===== src/rtl/voxel_surface_edge_map_assert.svh =====
`ifndef VOXEL_SURFACE_EDGE_MAP_ASSERT_SVH
`define VOXEL_SURFACE_EDGE_MAP_ASSERT_SVH

// Same-cycle implication, checked on every rising edge outside reset.
`define VSEM_ASSERT_IMP(label, ante, cons, msg) \
    label: assert property (@(posedge clk) disable iff (!rst_n) (ante) |-> (cons)) \
        else $error(msg);

// Next-cycle implication, checked on every rising edge outside reset.
`define VSEM_ASSERT_NXT(label, ante, cons, msg) \
    label: assert property (@(posedge clk) disable iff (!rst_n) (ante) |=> (cons)) \
        else $error(msg);

`endif


===== src/rtl/vsem_pkg.sv =====
`default_nettype none

package vsem_pkg;

    localparam int MAX_SIZE_X = 256;
    localparam int MAX_SIZE_Y = 256;

    // Register field widths
    localparam int SIZE_XW = 9;
    localparam int SIZE_YW = 9;
    localparam int SIZE_ZW = 16;
    localparam int CFG_DW  = 16;
    localparam int CFG_IW  = 2;

    localparam int VOXW = 8;

    // Effective sizes and raster positions
    localparam int EXW = $clog2(MAX_SIZE_X + 1);
    localparam int EYW = $clog2(MAX_SIZE_Y + 1);
    localparam int XW  = $clog2(MAX_SIZE_X);
    localparam int YW  = $clog2(MAX_SIZE_Y);
    localparam int ZW  = SIZE_ZW;

    localparam int PLANE_MAX = MAX_SIZE_X * MAX_SIZE_Y;
    localparam int PLW       = $clog2(PLANE_MAX + 1);
    localparam int LAG_MAX   = PLANE_MAX + MAX_SIZE_X + 1;
    localparam int PW        = $clog2(LAG_MAX + 2);

    // History ring: two planes plus one row plus two voxels
    localparam int RING_LEN = 2 * PLANE_MAX + MAX_SIZE_X + 2;
    localparam int AW       = $clog2(RING_LEN);

    // Cells: center, x pair, y pair, z pair
    localparam int NCELL = 4;

    localparam int FIFO_DEPTH = 8;
    localparam int FAW        = $clog2(FIFO_DEPTH);
    localparam int FCW        = $clog2(FIFO_DEPTH + 1);

    localparam logic [VOXW-1:0] SET_LEVEL = 8'd255;
    localparam logic [VOXW-1:0] EDGE_ON   = 8'd255;
    localparam logic [VOXW-1:0] EDGE_OFF  = 8'd0;

    localparam logic OPC_VOXEL = 1'b0;
    localparam logic OPC_FLUSH = 1'b1;

    typedef enum logic [CFG_IW-1:0] {
        REG_SIZE_X = 2'd0,
        REG_SIZE_Y = 2'd1,
        REG_SIZE_Z = 2'd2
    } vsem_reg_t;

    // What travels from cell to cell: one result request plus one ring write
    typedef struct packed {
        logic             emit;
        logic             last;
        logic             self_bit;
        logic             interior;
        logic [NCELL-1:0] lo_ok;
        logic [NCELL-1:0] hi_ok;
        logic [AW-1:0]    center;
        logic             wr_en;
        logic [AW-1:0]    wr_addr;
        logic             wr_bit;
    } vsem_tok_t;

    typedef struct packed {
        logic [EXW-1:0] ex;
        logic [PLW-1:0] plane;
    } vsem_geom_t;

endpackage

`default_nettype wire


===== src/rtl/vsem_head.sv =====
`default_nettype none

module vsem_head (
    input  logic                         clk,
    input  logic                         rst_n,
    input  logic                         in_fire,
    input  logic                         in_opcode,
    input  logic [vsem_pkg::VOXW-1:0]    in_voxel,
    input  logic                         cfg_fire,
    input  logic [vsem_pkg::CFG_IW-1:0]  cfg_index,
    input  logic [vsem_pkg::CFG_DW-1:0]  cfg_data,
    output vsem_pkg::vsem_tok_t          tok,
    output vsem_pkg::vsem_geom_t         geom,
    output logic                         emit_now
);

    logic [vsem_pkg::EXW-1:0] ex_reg,      ex_next;
    logic [vsem_pkg::EYW-1:0] ey_reg,      ey_next;
    logic [vsem_pkg::ZW-1:0]  ez_reg,      ez_next;
    logic [vsem_pkg::PLW-1:0] plane_reg,   plane_next;
    logic [vsem_pkg::PW-1:0]  lag_reg,     lag_next;
    logic [vsem_pkg::PW-1:0]  pending_reg, pending_next;
    logic [vsem_pkg::XW-1:0]  out_x_reg,   out_x_next;
    logic [vsem_pkg::YW-1:0]  out_y_reg,   out_y_next;
    logic [vsem_pkg::ZW-1:0]  out_z_reg,   out_z_next;
    logic [vsem_pkg::AW-1:0]  out_ptr_reg, out_ptr_next;
    logic [vsem_pkg::AW-1:0]  wr_ptr_reg,  wr_ptr_next;
    vsem_pkg::vsem_tok_t      tok_reg,     tok_next;

    logic                              is_voxel;
    logic [vsem_pkg::EXW-1:0]          ox1;
    logic [vsem_pkg::EYW-1:0]          oy1;
    logic [vsem_pkg::ZW:0]             oz1;
    logic                              x_hi, y_hi, z_hi;
    logic                              rcv_1, rcv_x, rcv_p;
    logic [vsem_pkg::EXW+vsem_pkg::EYW-1:0] prod;

    function automatic logic [vsem_pkg::EXW-1:0] clamp_x(
        input logic [vsem_pkg::SIZE_XW-1:0] v);
        logic [vsem_pkg::EXW-1:0] r;
        begin
            if (v == '0)
            begin
                r = vsem_pkg::EXW'(1);
            end
            else if (int'(v) > vsem_pkg::MAX_SIZE_X)
            begin
                r = vsem_pkg::EXW'(vsem_pkg::MAX_SIZE_X);
            end
            else
            begin
                r = vsem_pkg::EXW'(v);
            end
            return r;
        end
    endfunction

    function automatic logic [vsem_pkg::EYW-1:0] clamp_y(
        input logic [vsem_pkg::SIZE_YW-1:0] v);
        logic [vsem_pkg::EYW-1:0] r;
        begin
            if (v == '0)
            begin
                r = vsem_pkg::EYW'(1);
            end
            else if (int'(v) > vsem_pkg::MAX_SIZE_Y)
            begin
                r = vsem_pkg::EYW'(vsem_pkg::MAX_SIZE_Y);
            end
            else
            begin
                r = vsem_pkg::EYW'(v);
            end
            return r;
        end
    endfunction

    assign is_voxel = (in_opcode == vsem_pkg::OPC_VOXEL);
    assign emit_now = in_fire & (is_voxel ? (pending_reg >= lag_reg)
                                          : (pending_reg != '0));

    assign ox1 = vsem_pkg::EXW'(out_x_reg) + vsem_pkg::EXW'(1);
    assign oy1 = vsem_pkg::EYW'(out_y_reg) + vsem_pkg::EYW'(1);
    assign oz1 = {1'b0, out_z_reg} + (vsem_pkg::ZW + 1)'(1);

    assign x_hi = ox1 < ex_reg;
    assign y_hi = oy1 < ey_reg;
    assign z_hi = oz1 < {1'b0, ez_reg};

    // A forward neighbor exists only once it has arrived; a voxel-triggered
    // result always has all of them.
    assign rcv_1 = is_voxel | (pending_reg > vsem_pkg::PW'(1));
    assign rcv_x = is_voxel | (pending_reg > vsem_pkg::PW'(ex_reg));
    assign rcv_p = is_voxel | (pending_reg > vsem_pkg::PW'(plane_reg));

    always_comb
    begin
        ex_next      = ex_reg;
        ey_next      = ey_reg;
        ez_next      = ez_reg;
        plane_next   = plane_reg;
        lag_next     = lag_reg;
        pending_next = pending_reg;
        out_x_next   = out_x_reg;
        out_y_next   = out_y_reg;
        out_z_next   = out_z_reg;
        out_ptr_next = out_ptr_reg;
        wr_ptr_next  = wr_ptr_reg;
        prod         = '0;

        tok_next          = '0;
        tok_next.emit     = emit_now;
        tok_next.last     = (ox1 == ex_reg) && (oy1 == ey_reg) && (oz1 == {1'b0, ez_reg});
        tok_next.self_bit = 1'b0;
        tok_next.interior = 1'b1;
        tok_next.lo_ok    = {out_z_reg != '0, out_y_reg != '0, out_x_reg != '0, 1'b1};
        tok_next.hi_ok    = {z_hi & rcv_p, y_hi & rcv_x, x_hi & rcv_1, 1'b1};
        tok_next.center   = out_ptr_reg;
        tok_next.wr_en    = in_fire & is_voxel;
        tok_next.wr_addr  = wr_ptr_reg;
        tok_next.wr_bit   = (in_voxel == vsem_pkg::SET_LEVEL);

        if (cfg_fire)
        begin
            unique case (cfg_index)
                vsem_pkg::REG_SIZE_X:
                begin
                    ex_next    = clamp_x(cfg_data[vsem_pkg::SIZE_XW-1:0]);
                    prod       = ex_next * ey_reg;
                    plane_next = vsem_pkg::PLW'(prod);
                end
                vsem_pkg::REG_SIZE_Y:
                begin
                    ey_next    = clamp_y(cfg_data[vsem_pkg::SIZE_YW-1:0]);
                    prod       = ex_reg * ey_next;
                    plane_next = vsem_pkg::PLW'(prod);
                end
                vsem_pkg::REG_SIZE_Z:
                begin
                    ez_next = (cfg_data[vsem_pkg::SIZE_ZW-1:0] == '0) ? vsem_pkg::ZW'(1)
                              : cfg_data[vsem_pkg::SIZE_ZW-1:0];
                end
                default:
                begin
                end
            endcase
            lag_next = vsem_pkg::PW'(plane_next) + vsem_pkg::PW'(ex_next) + vsem_pkg::PW'(1);
            if (cfg_index == vsem_pkg::REG_SIZE_X || cfg_index == vsem_pkg::REG_SIZE_Y
                || cfg_index == vsem_pkg::REG_SIZE_Z)
            begin
                pending_next = '0;
                out_x_next   = '0;
                out_y_next   = '0;
                out_z_next   = '0;
                out_ptr_next = wr_ptr_reg;
            end
            tok_next.emit  = 1'b0;
            tok_next.wr_en = 1'b0;
        end
        else if (in_fire)
        begin
            if (is_voxel)
            begin
                wr_ptr_next = (wr_ptr_reg == vsem_pkg::AW'(vsem_pkg::RING_LEN - 1))
                              ? '0 : wr_ptr_reg + vsem_pkg::AW'(1);
            end
            if (is_voxel && !emit_now)
            begin
                pending_next = pending_reg + vsem_pkg::PW'(1);
            end
            else if (!is_voxel && emit_now)
            begin
                pending_next = pending_reg - vsem_pkg::PW'(1);
            end
            if (emit_now)
            begin
                out_ptr_next = (out_ptr_reg == vsem_pkg::AW'(vsem_pkg::RING_LEN - 1))
                               ? '0 : out_ptr_reg + vsem_pkg::AW'(1);
                if (ox1 == ex_reg)
                begin
                    out_x_next = '0;
                    if (oy1 == ey_reg)
                    begin
                        out_y_next = '0;
                        out_z_next = (oz1 == {1'b0, ez_reg}) ? '0 : oz1[vsem_pkg::ZW-1:0];
                    end
                    else
                    begin
                        out_y_next = oy1[vsem_pkg::YW-1:0];
                    end
                end
                else
                begin
                    out_x_next = ox1[vsem_pkg::XW-1:0];
                end
            end
        end
    end

    always_ff @(posedge clk or negedge rst_n)
    begin
        if (!rst_n)
        begin
            ex_reg      <= vsem_pkg::EXW'(vsem_pkg::MAX_SIZE_X);
            ey_reg      <= vsem_pkg::EYW'(vsem_pkg::MAX_SIZE_Y);
            ez_reg      <= vsem_pkg::ZW'(1);
            plane_reg   <= vsem_pkg::PLW'(vsem_pkg::PLANE_MAX);
            lag_reg     <= vsem_pkg::PW'(vsem_pkg::LAG_MAX);
            pending_reg <= '0;
            out_x_reg   <= '0;
            out_y_reg   <= '0;
            out_z_reg   <= '0;
            out_ptr_reg <= '0;
            wr_ptr_reg  <= '0;
            tok_reg     <= '0;
        end
        else
        begin
            ex_reg      <= ex_next;
            ey_reg      <= ey_next;
            ez_reg      <= ez_next;
            plane_reg   <= plane_next;
            lag_reg     <= lag_next;
            pending_reg <= pending_next;
            out_x_reg   <= out_x_next;
            out_y_reg   <= out_y_next;
            out_z_reg   <= out_z_next;
            out_ptr_reg <= out_ptr_next;
            wr_ptr_reg  <= wr_ptr_next;
            tok_reg     <= tok_next;
        end
    end

    assign tok        = tok_reg;
    assign geom.ex    = ex_reg;
    assign geom.plane = plane_reg;

endmodule

`default_nettype wire


===== config.mk =====
export PLATFORM = sky130hd
export DESIGN_NAME = vsem_head
export DESIGN_NICKNAME = d
export VERILOG_FILES = /design/src/rtl/voxel_surface_edge_map_assert.svh /design/src/rtl/vsem_pkg.sv /design/src/rtl/vsem_head.sv
export SDC_FILE = /design/constraint.sdc
export NUM_CORES = 1
export LEC_CHECK = 0
export BUFFER_PORTS_ARGS = -buffer_cell sky130_fd_sc_hd__buf_2
export CAP_MARGIN = 20
export CORE_MARGIN = 5
export CORE_UTILIZATION = 58
export CTS_BUF_LIST = sky130_fd_sc_hd__clkbuf_8
export CTS_CLUSTER_DIAMETER = 60
export CTS_CLUSTER_SIZE = 14
export DETAILED_ROUTE_END_ITERATION = 12
export PLACE_DENSITY = 0.77
export SLEW_MARGIN = 10
export SYNTH_ARGS = -nofsm -noshare
export SYNTH_HDL_FRONTEND = slang
export SYNTH_SLANG_ARGS = --single-unit

===== constraint.sdc =====
create_clock -name clk -period 8.6 [get_ports clk]
set_clock_uncertainty 0.15 [all_clocks]
set_input_delay 0.43 -clock clk [delete_from_list [all_inputs] [get_ports clk]]
set_output_delay 0.43 -clock clk [all_outputs]
set_load 0.01 [all_outputs]

== Word level (Yosys, flattened, before mapping) ==
Index checks and enable logic that the tools add are counted.

* Add/sub/neg operators: 9
* Multiply operators: 2
* $lt $le $gt $ge: 8
* Eq/ne operators: 9
* Multiplexer cells: 42
* Bitwise gates (word level): 10
* Reductions and logical operators: 26

{| class="wikitable"
|+ Operator list
! kind !! count
|-
| $mux W16 || 8
|-
| $mux W18 || 6
|-
| $mux W17 || 6
|-
| $mux W8 || 10
|-
| $mux W9 || 8
|-
| $add A18 B1 Y18 const B || 2
|-
| $eq A18 B18 Y1 const B || 2
|-
| $add A17 B1 Y17 const B || 2
|-
| $mul A9 B9 Y17 || 2
|-
| $pmux W17 S2 || 1
|-
| $add A8 B1 Y9 const B || 2
|-
| $eq A9 B9 Y1 || 2
|-
| $lt A9 B9 Y1 || 2
|-
| $add A16 B1 Y17 const B || 1
|-
| $add A17 B9 Y17 || 1
|-
| $eq A17 B16 Y1 || 1
|-
| $ge A17 B17 Y1 || 1
|-
| $gt A17 B1 Y1 const B || 1
|-
| $gt A17 B17 Y1 || 1
|-
| $gt A17 B9 Y1 || 1
|-
| $lt A17 B16 Y1 || 1
|-
| $reduce_bool A17 Y1 || 1
|-
| $sub A17 B1 Y17 const B || 1
|-
| $logic_not A16 Y1 || 1
|-
| other kinds (22) || 42
|}

* Flip-flop bits (word level): 202
* Input bits: 31
* Logic and storage cells: 126

== Depth between registers and ports, before layout ==
* Word-level depth: 10
* Gate-level depth with buffers: 27
* Gate-level depth less buffers: 26

== Least setup slack after synthesis ==
OpenSTA, ideal clock, no wires.

* Path type: input to register
* Start point: in cfg_data[4] (netlist bit)
* End point: reg lag_reg[13] (netlist bit)
* Library setup time: 0.082 ns
* Arrival: 6.064 ns
* Required time: 8.368 ns
* Setup slack: 2.305 ns
* Cell stages on the path: 20
* Buffers on the path: 1
* Cells stage by stage: nor4_1 -> a21oi_1 -> nor2_1 -> clkbuf_1 -> nand2_1 -> fa_1 -> fa_1 -> fa_1 -> fa_1 -> inv_1 -> ha_1 -> or3b_2 -> a311oi_1 -> a21oi_1 -> ha_1 -> nand2_1 -> o21ai_0 -> nand4_1 -> or3_1 -> a31oi_1

* Cells in the longest elaborated chain, start to end: 10

{| class="wikitable"
|+ RTL lines
! what !! RTL line !! RTL
|-
| from (decl) || vsem_head.sv:11 || <nowiki>input logic [vsem_pkg::CFG_DW-1:0] cfg_data,</nowiki>
|-
| $gt A9 B9 Y1 || vsem_head.sv:46, vsem_head.sv:66 ||
|-
| $mux W9 || vsem_head.sv:46, vsem_head.sv:66 ||
|-
| $mux W9 * || vsem_head.sv:42 || <nowiki>if (v == '0)</nowiki>
|-
| $mux W9 || vsem_head.sv:125 || <nowiki>unique case (cfg_index)</nowiki>
|-
| $mux W9 || vsem_head.sv:123 || <nowiki>if (cfg_fire)</nowiki>
|-
| $mul A9 B9 Y17, on equally long branches || vsem_head.sv:135, vsem_head.sv:129 ||
|-
| $pmux W17 S2 || vsem_head.sv:125 ||
|-
| $mux W17 || vsem_head.sv:123 ||
|-
| $add A17 B9 Y17 * || vsem_head.sv:147 || <nowiki>lag_next = vsem_pkg::PW'(plane_next) + vsem_pkg::PW'(ex_next) + vsem_pkg::PW'(1);</nowiki>
|-
| $add A17 B1 Y17 * || vsem_head.sv:147 ||
|-
| to (signal assigned) || vsem_head.sv:208 || <nowiki>lag_reg <= vsem_pkg::PW'(vsem_pkg::LAG_MAX);</nowiki>
|-
| to (signal assigned) || vsem_head.sv:223 || <nowiki>lag_reg <= lag_next;</nowiki>
|-
| to (decl) || vsem_head.sv:21 || <nowiki>logic [vsem_pkg::PW-1:0] lag_reg, lag_next;</nowiki>
|}

Every way passes the cells marked *; elsewhere a longest branch is shown, timed or not. The select of a mux whose other input is x is not followed.
A chain may end at the register's enable or synchronous reset.

== Worst setup path after layout ==
* Start point: in cfg_data[4] (netlist bit)
* End point: reg lag_reg[15] (netlist bit)

Same word-level chain as after synthesis.

==> flow_summary.ini <==
[logic_synthesis]
netlist_area_mm2 = 0.01716
synth_top_cell_by_area = dfrtp_1
synth_edf_count = 0
syn_inst = 1944
yosys_warnings = 0
synth_top_area_share_pct = 28.15
synth-xor-area-share_pct = 3.420
synthArstFlopShare_pct = 100.0
yosysMostFrequentCell = inv_1
seq_area_frac_synth_pct = 29.22
synthTopCellsByCount = inv_1, nand2_1, dfrtp_1, ha_1, nor2_1
yosysUniqueCellTypes = 91
synthSimpleGateAreaFrac_pct = 19.89
ys.flop_type = dfrtp_1
ys_top_cells_by_area = dfrtp_1, ha_1, fa_1
yosys.area_share.adder_pct = 24.02
synth_top_family_by_area = adder cells
synthMuxAreaShare_pct = 2.443
synth_compound_area_share_pct = 14.00
yosys_register_bits = 200
syn-num-nets = 2245
avgSynthCellArea_um2 = 8.825

[final_layout]
drive_gt1_share_pct = 10.60
final_cell_area_mm2 = 0.01847
syn_to_final_growth_pct = 7.650
n_antenna_cell = 0
fillerInstances = 2479
largest_reg_flops = 47
nNetsFinal = 2317

[power_and_ir_drop]
powerDensity_mw_per_mm2 = 202.1
total_leakage_power_uw = 0.009152
peakVddDrop_uv = 114.6
total_power_uw = 3733

[timing]
period_needed_ps = 6698
slew_headroom_pct = 27.44
fin_crit_sh_pct = 77.89
rsz0062_at_grt = no
final.setup.tns_ps = 0
timing.fmax_mhz = 149.3
finalSetupViolCount = 0
hold_viol_final = 0
tightest_slew_ps = 1080
whs_ps = 30.67
slew_violations = 0

[floorplanning]
core_mm2 = 0.02940
rows = 63
die_area_mm2 = 0.03312
die_h_um = 182.0
dieWidth_um = 182.0
initial_utilization_pct = 58.35
io-pin-count = 108

[global_routing]
grt_pass1_wl_um = 78070
overflow = 0
grt_usage_pct = 29.19
grt_pass1_vias = 14780
grt_max_degree = 76
antenna_found_initial = 0

[drt]
routed_wl_um = 47560
drt_iter0_drc = 1538
firstDrtPassIters = 7
vias_per_cell = 6.148
antenna_left = 0
routedWlPerCell_um = 19.66
vias = 14870
drcViolationCount = 0

[clocking]
cts_root_buf = clkbuf_8
cts_resized = 0
numCtsBuffers = 17
cts_tree = done
clkTransAtPathRegs_ps = 110
clock_sinks = 200
cts_setup_buffers = 0
clk_latency_ps = 510
htree_levels = 4
clock_path_buffers = 2

[run_status]
status = finished clean

[critical_path]
cp.arrival_ps = 6910
critPathLaunchType = primary input
path_max_fanout = 7
end_kind = flip-flop
path_class = in -> reg
critPathRequiredTime_ps = 8810

[worst_hold_path]
worstHoldPathType = in -> reg

[place]
place_congestion = 0.9621
dp_hpwl_um = 36270
io_buffers = 106
placed_area_mm2 = 0.01797

[flow_run]
max-cap-violations = 0
-- routing by layer --
metal	GRT usage (%)	share of wire [%]	vias up	wire [µm]
met4	10.87	4.0	0	1907
li1	-	-	6778	-
met1	40.11	42	7201	19890
met5	0	0	-	0
met2	45.46	45	744	21400
met3	6.651	9.2	150	4363
-- kinds of logic after synthesis --
logic type,after synthesis
AO/OA/AOI/OAI,360
multiplexers,39
XOR/XNOR,67
adder cells (fa/ha/maj),270
buffers and inverters,307
flip-flops,200
AND/OR/NAND/NOR,699
other,2
-- stage by stage --
step	setup slack (ps)	util [%]	instances
after global placement	1633	61.13	2379
after detailed placement	1483	61.13	2379
after global routing	1451	62.82	2419
after CTS	2000	62.71	2416
after floorplan	2305	-	1944
final	1902	62.82	2419
-- worst paths after layout --
path	start	slack (ps)	depth (start not counted)	endpoint
worst max-delay path	cfg_data[4]	1900	25	lag_reg[15]
min in group asynchronous	rst_n	320	2	tok[38]
worst min register to register	out_ptr_reg[17]	320	0	tok[37]
worst min-delay path	cfg_data[12]	30	2	ez_reg[12]
max in group asynchronous	rst_n	5840	4	lag_reg[11]
worst max register to register	ex_reg[0]	2400	19	lag_reg[15]
-- worst max-delay path, stage by stage --
cell and delay, ps:
buf_2 130, nor4_1 330, a21oi_1 320, nor2_1 430, buf_4 240, nand2_1 90
fa_1 430, inv_1 80, fa_1 400, ha_1 300, inv_1 60, fa_1 540
inv_1 60, ha_1 330, nor2b_2 190, o21ai_0 160, or3b_2 460, a311oi_1 340
a21oi_1 100, ha_1 350, nand2_1 60, o21ai_0 470, and4_1 340, a31o_1 160
o221ai_1 90
-- power by group --
part | switching (µW) | total (µW) | internal [µW] | leakage [µW]
Sequential | 248 | 1350 | 1100 | 0.00261
Combinational | 1040 | 1740 | 697 | 0.00633
Clock | 412 | 645 | 232 | 0.000206
-- cells in the final DEF (no fill, tap or decap), drive strengths merged, types with 6 or more instances in the layout --
cell type,instances
a211o,6
nor3b,8
and4,8
nor3,40
buf,121
xnor2,40
a21o,15
clkinv,7
or3,15
nor2b,33
nor2,151
xor2,27
ha,171
a2111oi,8
inv,237
mux2,23
and2,26
and3,28
nand4,33
a21oi,64
o21ai,138
nand2,225
o31ai,12
nand2b,21
mux2i,16
clkbuf,21
a211oi,14
nand3,64
o211ai,14
a31oi,8
nor4,24
fa,99
dfstp,7
dfrtp,193
o21a,25
-- repair_timing --
action	CTS	global route
hold buffers	5	0
setup endpoints to repair	0	0
hold endpoints to repair	71	0
-- final cells by class --
type | count | area, µm² | share of cell area, %
sequential | 200 | 5014 | 27.15
inverter | 231 | 867.1 | 4.695
tap | 390 | 488.0 | 2.642
clock inverter | 14 | 168.9 | 0.9146
timing repair buffer | 129 | 734.5 | 3.977
clock buffer | 18 | 247.7 | 1.341
multi-input combinational | 1437 | 10950 | 59.28
Note: power is estimated with default switching activity, not from simulation.
